==> src/rtl/core/flt_pkg.sv <==
// Shared types and constants of the bucketed flow learn table.
// No dependencies; imported by every module of the block but flt_ram.
`default_nettype none
package flt_pkg;

  localparam int NUM_BUCKETS      = 2048;
  localparam int SLOTS_PER_BUCKET = 16;
  localparam int KEY_W            = 32;
  localparam int BKT_W            = 11;
  localparam int SLOT_W           = 4;
  localparam int ADDR_W           = BKT_W + SLOT_W;
  localparam int CFG_W            = 12;
  localparam int CFG_IDX_W        = 2;

  localparam logic [CFG_W-1:0] BUCKET_COUNT_RST = 12'h400;
  localparam logic [CFG_W-1:0] FAST_LIMIT_RST   = 12'h600;
  localparam logic [CFG_W-1:0] BUCKET_COUNT_MAX = 12'h800;

  typedef enum logic [CFG_IDX_W-1:0] {
    REG_BUCKET_COUNT = 2'd0,
    REG_FAST_LIMIT   = 2'd1
  } reg_idx_t;

  typedef enum logic [1:0] {
    OUT_NEW    = 2'd0,
    OUT_HIT    = 2'd1,
    OUT_MISS   = 2'd2,
    OUT_BYPASS = 2'd3
  } outcome_t;

  typedef enum logic [1:0] {
    FR_IDLE,
    FR_DIV,
    FR_PUSH
  } front_state_t;

  typedef enum logic [1:0] {
    BK_CLEAR,
    BK_IDLE,
    BK_SCAN
  } back_state_t;

  typedef struct packed {
    logic             to_cpu;
    logic             fast;
    logic [BKT_W-1:0] bucket;
    logic [KEY_W-1:0] src;
  } job_t;

endpackage
`default_nettype wire

==> src/rtl/core/flt_queue.sv <==
// Two-entry job queue between front and back end. Depends on flt_pkg.
`default_nettype none
module flt_queue (
  input  wire logic          clk,
  input  wire logic          rst_n,
  input  wire logic          push,
  input  wire flt_pkg::job_t push_job,
  input  wire logic          pop,
  output flt_pkg::job_t      pop_job,
  output logic               empty,
  output logic               full
);
  import flt_pkg::*;

  job_t       ent_r [2];
  logic       wp_r, rp_r;
  logic [1:0] cnt_r;

  always_ff @(posedge clk) begin
    if (!rst_n) begin
      wp_r  <= 1'b0;
      rp_r  <= 1'b0;
      cnt_r <= '0;
    end else begin
      if (push) begin
        wp_r <= ~wp_r;
      end
      if (pop) begin
        rp_r <= ~rp_r;
      end
      cnt_r <= cnt_r + {1'b0, push} - {1'b0, pop};
    end
  end

  always_ff @(posedge clk) begin
    if (push) begin
      ent_r[wp_r] <= push_job;
    end
  end

  assign pop_job = ent_r[rp_r];
  assign empty   = cnt_r == 2'd0;
  assign full    = cnt_r == 2'd2;

endmodule
`default_nettype wire

==> config.mk <==
export PLATFORM = sky130hd
export DESIGN_NAME = flt_queue
export DESIGN_NICKNAME = d
export VERILOG_FILES = /design/src/rtl/core/flt_pkg.sv /design/src/rtl/core/flt_queue.sv
export SDC_FILE = /design/constraint.sdc
export NUM_CORES = 1
export LEC_CHECK = 0
export CORE_MARGIN = 1
export CORE_UTILIZATION = 30
export DETAILED_ROUTE_END_ITERATION = 10
export DONT_BUFFER_PORTS = 1
export GPL_TIMING_DRIVEN = 0
export HOLD_SLACK_MARGIN = 0.08
export PLACE_DENSITY = 0.51
export REMOVE_ABC_BUFFERS = 1
export SYNTH_ARGS = -nofsm -noshare
export SYNTH_HDL_FRONTEND = slang
export SYNTH_SLANG_ARGS = --single-unit
==> constraint.sdc <==
create_clock -name clk -period 4.9 [get_ports clk]
set_input_delay 1.47 -clock clk [delete_from_list [all_inputs] [get_ports clk]]
set_output_delay 1.47 -clock clk [all_outputs]
set_load 0.005 [all_outputs]
==> run_results.csv <==
group,metric,value,unit
sta,period_needed,3.172,ns
job,max-cap-violations,0,
final_layout,synthToLayoutAreaGrowth,11.57,%
power_and_ir_drop,sequentialPowerShare,0.553,
setup_path,worst_r2r_startpoint,"wp_r$_SDFFE_PN0P_",
sta,max_slew_margin,0.4252,
setup_path,critPathRequiredTime,3.43,ns
global_routing,track_usage,0.09724,
power_and_ir_drop,power.switching_fraction,0.1999,
clock_tree,ctsResizeCount,0,
synthesis,post_synth_instance_area,3676,um2
final_layout,multi_input_comb_area,783.3,um2
synthesis,share_of_synthesized_area_occupied_by_flip_flops_and_latches,0.7624,
synthesis,synth_cell_type_count,14,
route,vias,1400,
route,drt_wl_total,5701,um
global_routing,remaining_overflow_grt,0,
route,drt.antenna.violating_nets,0,
die,core_area,11960,um2
sta,hold_violations,0,
clock_tree,cts_setup_buffers,0,
route,initialDrtViolationCount,74,
synthesis,netlist_instances,161,
setup_path,setup.worst_path.start_class,"register",
die,die_area,12700,um2
global_routing,antenna_found_initial,0,
power_and_ir_drop,power.combinational.fraction,0.072,
placed_design,detailedPlacementHpwl,3503,um
synthesis,ff_latch_count_synth,95,
hold_path,worst_hold_startpoint,"rp_r$_SDFFE_PN0P_",
setup_path,crit_path_cell_trace,"mux2_2",
power_and_ir_drop,p_switching,0.3510,mW
hold_path,worst_hold_path_type,"reg2reg",
clock_tree,h-tree-depth,3,
synthesis,postSynthAreaPerCell,22.83,um2
power_and_ir_drop,power.leakage,1.433,nW
setup_path,count_of_buffering_cells_on_the_critical_path_with_inverters_included,0,
route,per_cell_routed_wire_length,17.76,um
clock_tree,cts-buffers-inserted,9,
sta,clock_skew,0.005219,ns
sta,finalSetupViolations,0,
clock_tree,cts.sinks,95,
sta,fin_crit_sh,0.6473,
power_and_ir_drop,power.share.clock,0.375,
sta,worst_slack,1.728,ns
setup_path,critPathMaxFanout,45,
setup_path,crit_path_max_incr_delay,0.91,ns
route,dr.pass1.iters,4,
sta,finalSetupTns,0,ns
die,top_level_pins,96,
final_layout,num-fill-cells,1103,
clock_tree,hold_buffers,0,
run_status,status,"completed",
setup_path,setup.worst_path.end_class,"output pin",
final_layout,post_route_cells_drive_above_1_share,0.3563,
placed_design,preCtsSetupSlack,1.999,ns
sta,max_clock_freq,0.3153,GHz
synthesis,dominant_cell_type_by_area_after_synthesis,"edfxtp_1",
sta,slew_violations,0,
clock_tree,tritoncts,"yes",
global_routing,grt_max_degree,46,
route,post_dr_vias_cell,4.361,
global_routing,grt_pass1_wl,8569,um
die,die_y,112.7,um
power_and_ir_drop,powerDensity,428.0,nW/um2
clock_tree,insertion_delay,0.34,ns
final_layout,postLayoutCellArea,4101,um2
clock_tree,cts-root-buf,"clkbuf_16",
final_layout,final_layout_net_count,220,
sta,rsz0062_at_grt,"false",
setup_path,timing_worst_setup_path_type,"reg2out",
synthesis,synth_top_area_frac,0.7352,
die,placementRows,40,
clock_tree,cts_clk_pin_slew_worst_paths,0.06,ns
placed_design,place_congestion,0.5574,
placed_design,place_area,3821,um2
power_and_ir_drop,power_report.internal_total,1.404,mW
setup_path,crit_arrival,1.70,ns
final_layout,area.sequential,2806,um2
synthesis,synth_top_cells_by_area,"edfxtp_1, mux2_4, dfxtp_1",
die,starting_utilization_of_the_core_area,0.3073,
power_and_ir_drop,finalPower,1.755,mW
setup_path,worst_path_max_delay_cell,"dfxtp_4",
placed_design,placement.io_buffers,0,
sta,tightest_slew,0.8622,ns
final_layout,n_antenna_cell,0,
route,route.detailed.drc,0,
power_and_ir_drop,ir_worst_vdd,167.7,uV
global_routing,first_global_vias,1489,
final_layout,utilization,0.3429,
setup_path,cpLargestDelayFamily,"flip-flops",
die,die_width,112.7,um
synthesis,ys.warnings.count,0,
clock_tree,number_of_buffers_on_the_longest_clock_path,2,
synthesized netlist by cell type:
master / number
and2_1: 4
buf_12: 4
buf_6: 1
dfxtp_1: 5
edfxtp_1: 90
ha_1: 2
inv_1: 2
mux2_2: 5
mux2_4: 40
nor2_1: 1
nor2b_1: 4
o21a_1: 1
xnor3_1: 1
xor2_1: 1
logic make-up (layout without fill, tap and decap cells):
kind of cell             Yosys count  after routing  share of synthesized area
AO/OA/AOI/OAI                      1              1                   0.002043
XOR/XNOR                           2              2                   0.008509
adder cells (fa/ha/maj)            2              2                   0.006806
buffers and inverters              7             20                    0.02689
flip-flops                        95             95                     0.7624
multiplexers                      45             45                     0.1787
AND/OR/NAND/NOR                    9              9                    0.01463
final cells by class:
| cell class | instances | area share |
|---|---|---|
| flip-flops and latches | 95 | 0.6843 |
| clock inverters | 6 | 0.01251 |
| inverters | 2 | 0.001830 |
| well taps | 147 | 0.04484 |
| multi-input cells | 59 | 0.1910 |
| clock buffers | 10 | 0.05583 |
| repair buffers | 2 | 0.009762 |
final timing paths:
path | slack (ns) | endpoint | cells past startpoint
hold / removal | 0.57 | register | 2
setup reg to reg | 3.38 | ent_r[0][16]$_DFFE_PP_ | 2
setup / recovery | 1.73 | pop_job[44] | 1
hold reg to reg | 0.57 | register | 2
through the flow:
step | instances | hold slack [ns]
floorplan | 156 | 0.5546
global route | 321 | 0.6052
CTS | 321 | 0.5776
global placement | 303 | 0.5659
finish | 321 | 0.5732
detailed placement | 305 | 0.5598
layer usage:
layer / up-vias / global-route usage / wire (um)
met5: - / 0 / 0
met4: 0 / 0.05600 / 111
met3: 8 / 0.05999 / 592
met2: 63 / 0.1469 / 2706
met1: 690 / 0.1042 / 2290
li1: 639 / - / -
flip-flops by register name, summed over array words and instances, names as in the netlist, named ones only:
| name | cells |
|---|---|
| ent_r | 90 |
| cnt_r | 2 |
| rp_r | 1 |
| wp_r | 1 |
power groups by stage:
stage / Sequential [mW] / Combinational [mW] / Clock, mW
finish: 0.971 / 0.126 / 0.659
floorplan: 0.981 / 0.111 / 0
CTS: 0.973 / 0.131 / 0.687
detailed placement: 0.991 / 0.131 / 0
global placement: 0.992 / 0.134 / 0
global route: 0.977 / 0.138 / 0.722
placed cells by master, fill, tap and decap left out, drive strengths merged:
cell type,synthesis,routed
buf,5,2
mux2,45,45
xor2,1,1
xnor3,1,1
bufinv,0,1
ha,2,2
inv,2,2
dfxtp,5,5
and2,4,4
nor2b,4,4
nor2,1,1
o21a,1,1
clkinv,0,5
edfxtp,90,90
clkbuf,0,10
(Power assumes the default switching activity.)
