`src/rtl/core/flt_pkg.sv`:
```
// Shared types and constants of the bucketed flow learn table.
// No dependencies; imported by every module of the block but flt_ram.
`default_nettype none
package flt_pkg;

  localparam int NUM_BUCKETS      = 2048;
  localparam int SLOTS_PER_BUCKET = 16;
  localparam int KEY_W            = 32;
  localparam int BKT_W            = 11;
  localparam int SLOT_W           = 4;
  localparam int ADDR_W           = BKT_W + SLOT_W;
  localparam int CFG_W            = 12;
  localparam int CFG_IDX_W        = 2;

  localparam logic [CFG_W-1:0] BUCKET_COUNT_RST = 12'h400;
  localparam logic [CFG_W-1:0] FAST_LIMIT_RST   = 12'h600;
  localparam logic [CFG_W-1:0] BUCKET_COUNT_MAX = 12'h800;

  typedef enum logic [CFG_IDX_W-1:0] {
    REG_BUCKET_COUNT = 2'd0,
    REG_FAST_LIMIT   = 2'd1
  } reg_idx_t;

  typedef enum logic [1:0] {
    OUT_NEW    = 2'd0,
    OUT_HIT    = 2'd1,
    OUT_MISS   = 2'd2,
    OUT_BYPASS = 2'd3
  } outcome_t;

  typedef enum logic [1:0] {
    FR_IDLE,
    FR_DIV,
    FR_PUSH
  } front_state_t;

  typedef enum logic [1:0] {
    BK_CLEAR,
    BK_IDLE,
    BK_SCAN
  } back_state_t;

  typedef struct packed {
    logic             to_cpu;
    logic             fast;
    logic [BKT_W-1:0] bucket;
    logic [KEY_W-1:0] src;
  } job_t;

endpackage
`default_nettype wire

```
`src/rtl/core/flt_front.sv`:
```
// Front end: accepts packets, computes bucket = dest mod count two bits a
// cycle, tags the fast region and pushes a job. Depends on flt_pkg.
`default_nettype none
module flt_front (
  input  wire logic                         clk,
  input  wire logic                         rst_n,
  input  wire logic                         accept,
  input  wire logic                         send_to_cpu,
  input  wire logic [flt_pkg::KEY_W-1:0]    dest_ip,
  input  wire logic [flt_pkg::KEY_W-1:0]    src_ip,
  input  wire logic [flt_pkg::CFG_W-1:0]    bucket_count,
  input  wire logic [flt_pkg::CFG_W-1:0]    fast_limit,
  input  wire logic                         q_full,
  output logic                              q_push,
  output flt_pkg::job_t                     q_job,
  output logic                              busy
);
  import flt_pkg::*;

  front_state_t     state_r, state_nxt;
  logic [KEY_W-1:0] dv_r, dv_nxt;
  logic [BKT_W-1:0] rem_r, rem_nxt;
  logic [CFG_W-1:0] div_r, div_nxt;
  logic [3:0]       cnt_r, cnt_nxt;
  job_t             job_r, job_nxt;
  logic [CFG_W-1:0] r1, r2, eff_count;

  always_comb begin
    if (bucket_count == '0) begin
      eff_count = CFG_W'(1);
    end else if (bucket_count > BUCKET_COUNT_MAX) begin
      eff_count = BUCKET_COUNT_MAX;
    end else begin
      eff_count = bucket_count;
    end
  end

  // Two restoring steps per cycle
  always_comb begin
    r1 = {rem_r, dv_r[KEY_W-1]};
    if (r1 >= div_r) begin
      r1 = r1 - div_r;
    end
    r2 = {r1[BKT_W-1:0], dv_r[KEY_W-2]};
    if (r2 >= div_r) begin
      r2 = r2 - div_r;
    end
  end

  always_comb begin
    state_nxt = state_r;
    dv_nxt    = dv_r;
    rem_nxt   = rem_r;
    div_nxt   = div_r;
    cnt_nxt   = cnt_r;
    job_nxt   = job_r;
    q_push    = 1'b0;
    unique case (state_r)
      FR_IDLE: begin
        if (accept) begin
          job_nxt.to_cpu = send_to_cpu;
          job_nxt.fast   = 1'b0;
          job_nxt.bucket = '0;
          job_nxt.src    = src_ip;
          dv_nxt         = dest_ip;
          rem_nxt        = '0;
          div_nxt        = eff_count;
          cnt_nxt        = '0;
          state_nxt      = send_to_cpu ? FR_PUSH : FR_DIV;
        end
      end
      FR_DIV: begin
        rem_nxt = r2[BKT_W-1:0];
        dv_nxt  = {dv_r[KEY_W-3:0], 2'b00};
        cnt_nxt = cnt_r + 4'd1;
        if (cnt_r == 4'hf) begin
          job_nxt.bucket = r2[BKT_W-1:0];
          job_nxt.fast   = {1'b0, r2[BKT_W-1:0]} < fast_limit;
          state_nxt      = FR_PUSH;
        end
      end
      FR_PUSH: begin
        if (!q_full) begin
          q_push    = 1'b1;
          state_nxt = FR_IDLE;
        end
      end
      default: state_nxt = FR_IDLE;
    endcase
  end

  always_ff @(posedge clk) begin
    if (!rst_n) begin
      state_r <= FR_IDLE;
    end else begin
      state_r <= state_nxt;
    end
  end

  always_ff @(posedge clk) begin
    dv_r  <= dv_nxt;
    rem_r <= rem_nxt;
    div_r <= div_nxt;
    cnt_r <= cnt_nxt;
    job_r <= job_nxt;
  end

  assign q_job = job_r;
  assign busy  = state_r != FR_IDLE;

endmodule
`default_nettype wire

```
`config.mk`:
```
export PLATFORM = sky130hd
export DESIGN_NAME = flt_front
export DESIGN_NICKNAME = d
export VERILOG_FILES = /design/src/rtl/core/flt_pkg.sv /design/src/rtl/core/flt_front.sv
export SDC_FILE = /design/constraint.sdc
export NUM_CORES = 1
export LEC_CHECK = 0
export BUFFER_PORTS_ARGS = -buffer_cell sky130_fd_sc_hd__buf_2
export CAP_MARGIN = 30
export CORE_MARGIN = 2
export CORE_UTILIZATION = 25
export CTS_BUF_LIST = sky130_fd_sc_hd__clkbuf_4 sky130_fd_sc_hd__clkbuf_8 sky130_fd_sc_hd__clkbuf_16
export DETAILED_ROUTE_END_ITERATION = 10
export GPL_TIMING_DRIVEN = 0
export PLACE_DENSITY = 0.48
export SLEW_MARGIN = 20
export SYNTH_ARGS = -nofsm -noshare
export SYNTH_HDL_FRONTEND = slang
export SYNTH_SLANG_ARGS = --single-unit
```
`constraint.sdc`:
```
create_clock -name clk -period 5.74 [get_ports clk]
set_clock_uncertainty 0.05 [all_clocks]
set_input_delay 0.287 -clock clk [delete_from_list [all_inputs] [get_ports clk]]
set_output_delay 0.287 -clock clk [all_outputs]
set_load 0.03 [all_outputs]
```
==> qor.yml <==
period_share_pct: 94.1
grtUsageMet2_pct: 20.9
drtAntennaViolNets: 0
synth-seq-cells: 106
drt_iter0_markers: 167
synth_edf_count: 104
first_pass_iters: 4
leakagePower_nw: 3.02
clock_latency_ns: 0.35
netlist_instances: 495
arrival_ns: 5.57
met3_usage_pct: 2.30
synth_top_cell_by_area: "edfxtp_1"
wl_per_cell_um: 14.4
cts_tree: "done"
syn2layout_area_growth_pct: 26.7
grt_pass1_wl_mm: 21.2
grt_pass1_vias: 4258
gr-usage-all-layers_pct: 11.4
grt_start_max_net_pins: 27
port_buffers: 139
rows: 54
overflow: 0
yosys_warnings: 0
path_delay_family: "compound AO/OA/AOI/OAI gates"
drive_gt1_share_pct: 28.4
synthFlopType: "edfxtp_1"
clkSlewWorstSetupHoldPaths_ns: 0.07
finalSetupViolations: 0
peakVddDrop_v: 0.000143
gp_congestion: 0.837
hold_class: "primary input to register"
rsz0062_at_grt: "no"
async_flop_share_pct: 0
critPathBufInv: 2
layout.cells.non_filler: 934
postCtsHoldBufs: 0
syn_area_per_cell_um2: 11.2
viasPerCell: 4.43
syn_nets: 625
period_minus_slack_ns: 5.40
htreeDepth: 3
seq_area_frac_synth_pct: 57.1
numClockSinks: 106
place_area_mm2: 0.00667
vias: 4134
drv_cap: 0
utilization_pct: 32.2
p_total_mw: 2.53
status: "finished clean"
required_ns: 5.91
cts-buffers-inserted: 9
startpoint_type: "register"
crit_type: "register to register"
gr-usage-met1_pct: 13.4
num-nets-final: 779
io_pins: 140
mappedNetlistArea_mm2: 0.00554
hold_ws_ns: 0.0554
cp_slowest_cell: "edfxtp_1"
drv_slew: 0
cts_root_buf: "clkbuf_16"
max_stage_delay_ns: 0.43
finalHoldViolations: 0
path_cells: "ha_1 > fa_2 > nor2b_4 > o31a_1 > o21a_2 > o21a_1 > buf_6 > mux2_2 > ha_2 > nand3_1 > and2_1 > a211o_1 > a31o_2 > buf_6 > and2_1 > a21oi_2 > ha_1 > a211oi_1 > nor2_1 > o211ai_1 > nand2_1 > a21oi_1 > o211ai_1 > nor2_1"
grt_busiest_layer: "met2"
die_h_um: 153
yosysUniqueCellTypes: 48
dp_cells: 917
reg2reg_slack_ns: 0.34
yosys.area.top_type_share_pct: 56.3
start_util_pct: 25.4
endpoint_kind: "register"
power_density_mw_per_mm2: 360
drc: 0
synthTopCellsByArea: "edfxtp_1, ha_1, nand2_1, a21oi_1, xnor2_1"
core_area_mm2: 0.0218
slew_headroom_pct: 49.4
fmax_mhz: 185
worst_pin_slew_ns: 0.757
die_w_um: 153
post-route-cell-area_mm2: 0.00702
wl_mm: 13.5
clk_path_buf_depth: 2
dp_hpwl_mm: 10.6
insertedDiodeCount: 0
antenna_found_initial: 0
cp_max_fo: 9
die_area_mm2: 0.0234
==> metal layers <==
layer	part of all wire, %	routed length [µm]
met1	43	5830
met2	52	6990
met3	3.6	480
met4	1.3	177
met5	0	0
==> final timing paths <==
path / start / to / depth (start not counted)
setup / recovery: div_r[0]$_SDFFCE_PP1P_ / q_job[43]$_DFFE_PP_ / 24
hold / removal: src_ip[3] / q_job[3]$_DFFE_PP_ / 1
setup reg to reg: div_r[0]$_SDFFCE_PP1P_ / q_job[43]$_DFFE_PP_ / 24
hold reg to reg: dv_r[3]$_DFFE_PP_ / dv_r[5]$_DFFE_PP_ / 2
==> flip-flops by register name (all words and copies together), names as in the netlist <==
name,count
state_r,2
rem_r,11
q_job,45
cnt_r,4
div_r,12
dv_r,32
==> timing repair <==
item	CTS	global route
setup buffers	0	1
hold endpoints to repair	0	0
setup endpoints to repair	1	1
gates resized for setup	2	8
pin swaps	0	0
==> layout make-up <==
| cell class | count | area (µm²) |
|---|---|---|
| fill | 2246 | 14800 |
| inverter | 30 | 113 |
| tap | 280 | 350 |
| multi-input combinational | 342 | 2250 |
| clock buffer | 9 | 225 |
| sequential | 106 | 3160 |
| buffer | 17 | 82.6 |
| timing repair buffer | 143 | 766 |
| clock inverter | 7 | 76.3 |
==> layout by cell type, fill, tap and decap left out, types with 3 or more instances in the layout <==
cell         n
buf_2      141
nand2_1    104
edfxtp_1   104
ha_1        34
inv_1       30
nor2_1      28
a21oi_1     24
a211oi_1    14
xnor2_1     13
nor2b_1     13
o21ai_0     12
clkbuf_1    12
and2_1      10
clkbuf_16    9
o21a_1       8
nand3_1      7
nand4_1      5
a21o_1       5
mux2_2       5
mux2i_1      4
xor2_1       4
o21bai_1     3
a31oi_1      3
nor3_1       3
o211ai_1     3
==> kinds of logic after synthesis <==
logic type,share of synthesized area [%]
fa+ha+maj,8.62
xor+xnor,2.69
flops,57.1
buf+inv,3.50
mux,2.64
compound gates,10.4
simple gates,15.1
==> cells in the mapped netlist (10+ instances only) <==
| master | count |
|---|---|
| edfxtp_1 | 104 |
| nand2_1 | 104 |
| ha_1 | 35 |
| inv_1 | 30 |
| nor2_1 | 30 |
| a21oi_1 | 25 |
| a211oi_1 | 14 |
| clkbuf_1 | 13 |
| nor2b_1 | 13 |
| xnor2_1 | 13 |
| o21ai_0 | 12 |
| and2_1 | 10 |
==> where the power goes <==
part / switching (mW) / internal (mW)
Combinational: 0.544 / 0.366
Clock: 0.298 / 0.343
Sequential: 0.0292 / 0.949
==> stage by stage <==
step / TNS (ns) / setup WS [ns]
2_1_floorplan: 0 / 0.754
3_3_place_gp: -0.0762 / -0.0762
3_5_place_dp: -0.165 / -0.165
4_1_cts: 0 / 0.0519
5_1_grt: 0 / 0.0298
6_report: 0 / 0.340
==> worst register-to-register path, delay by kind of cell (launching register included) <==
family	cells	cell delay [ns]
flip-flops	1	0.43
buffers and inverters	2	0.31
AND/OR/NAND/NOR	7	0.87
multiplexers	1	0.39
AO/OA/AOI/OAI	10	1.93
adder cells (fa/ha/maj)	4	1.28
No activity file was read; power rests on OpenSTA's default activity.
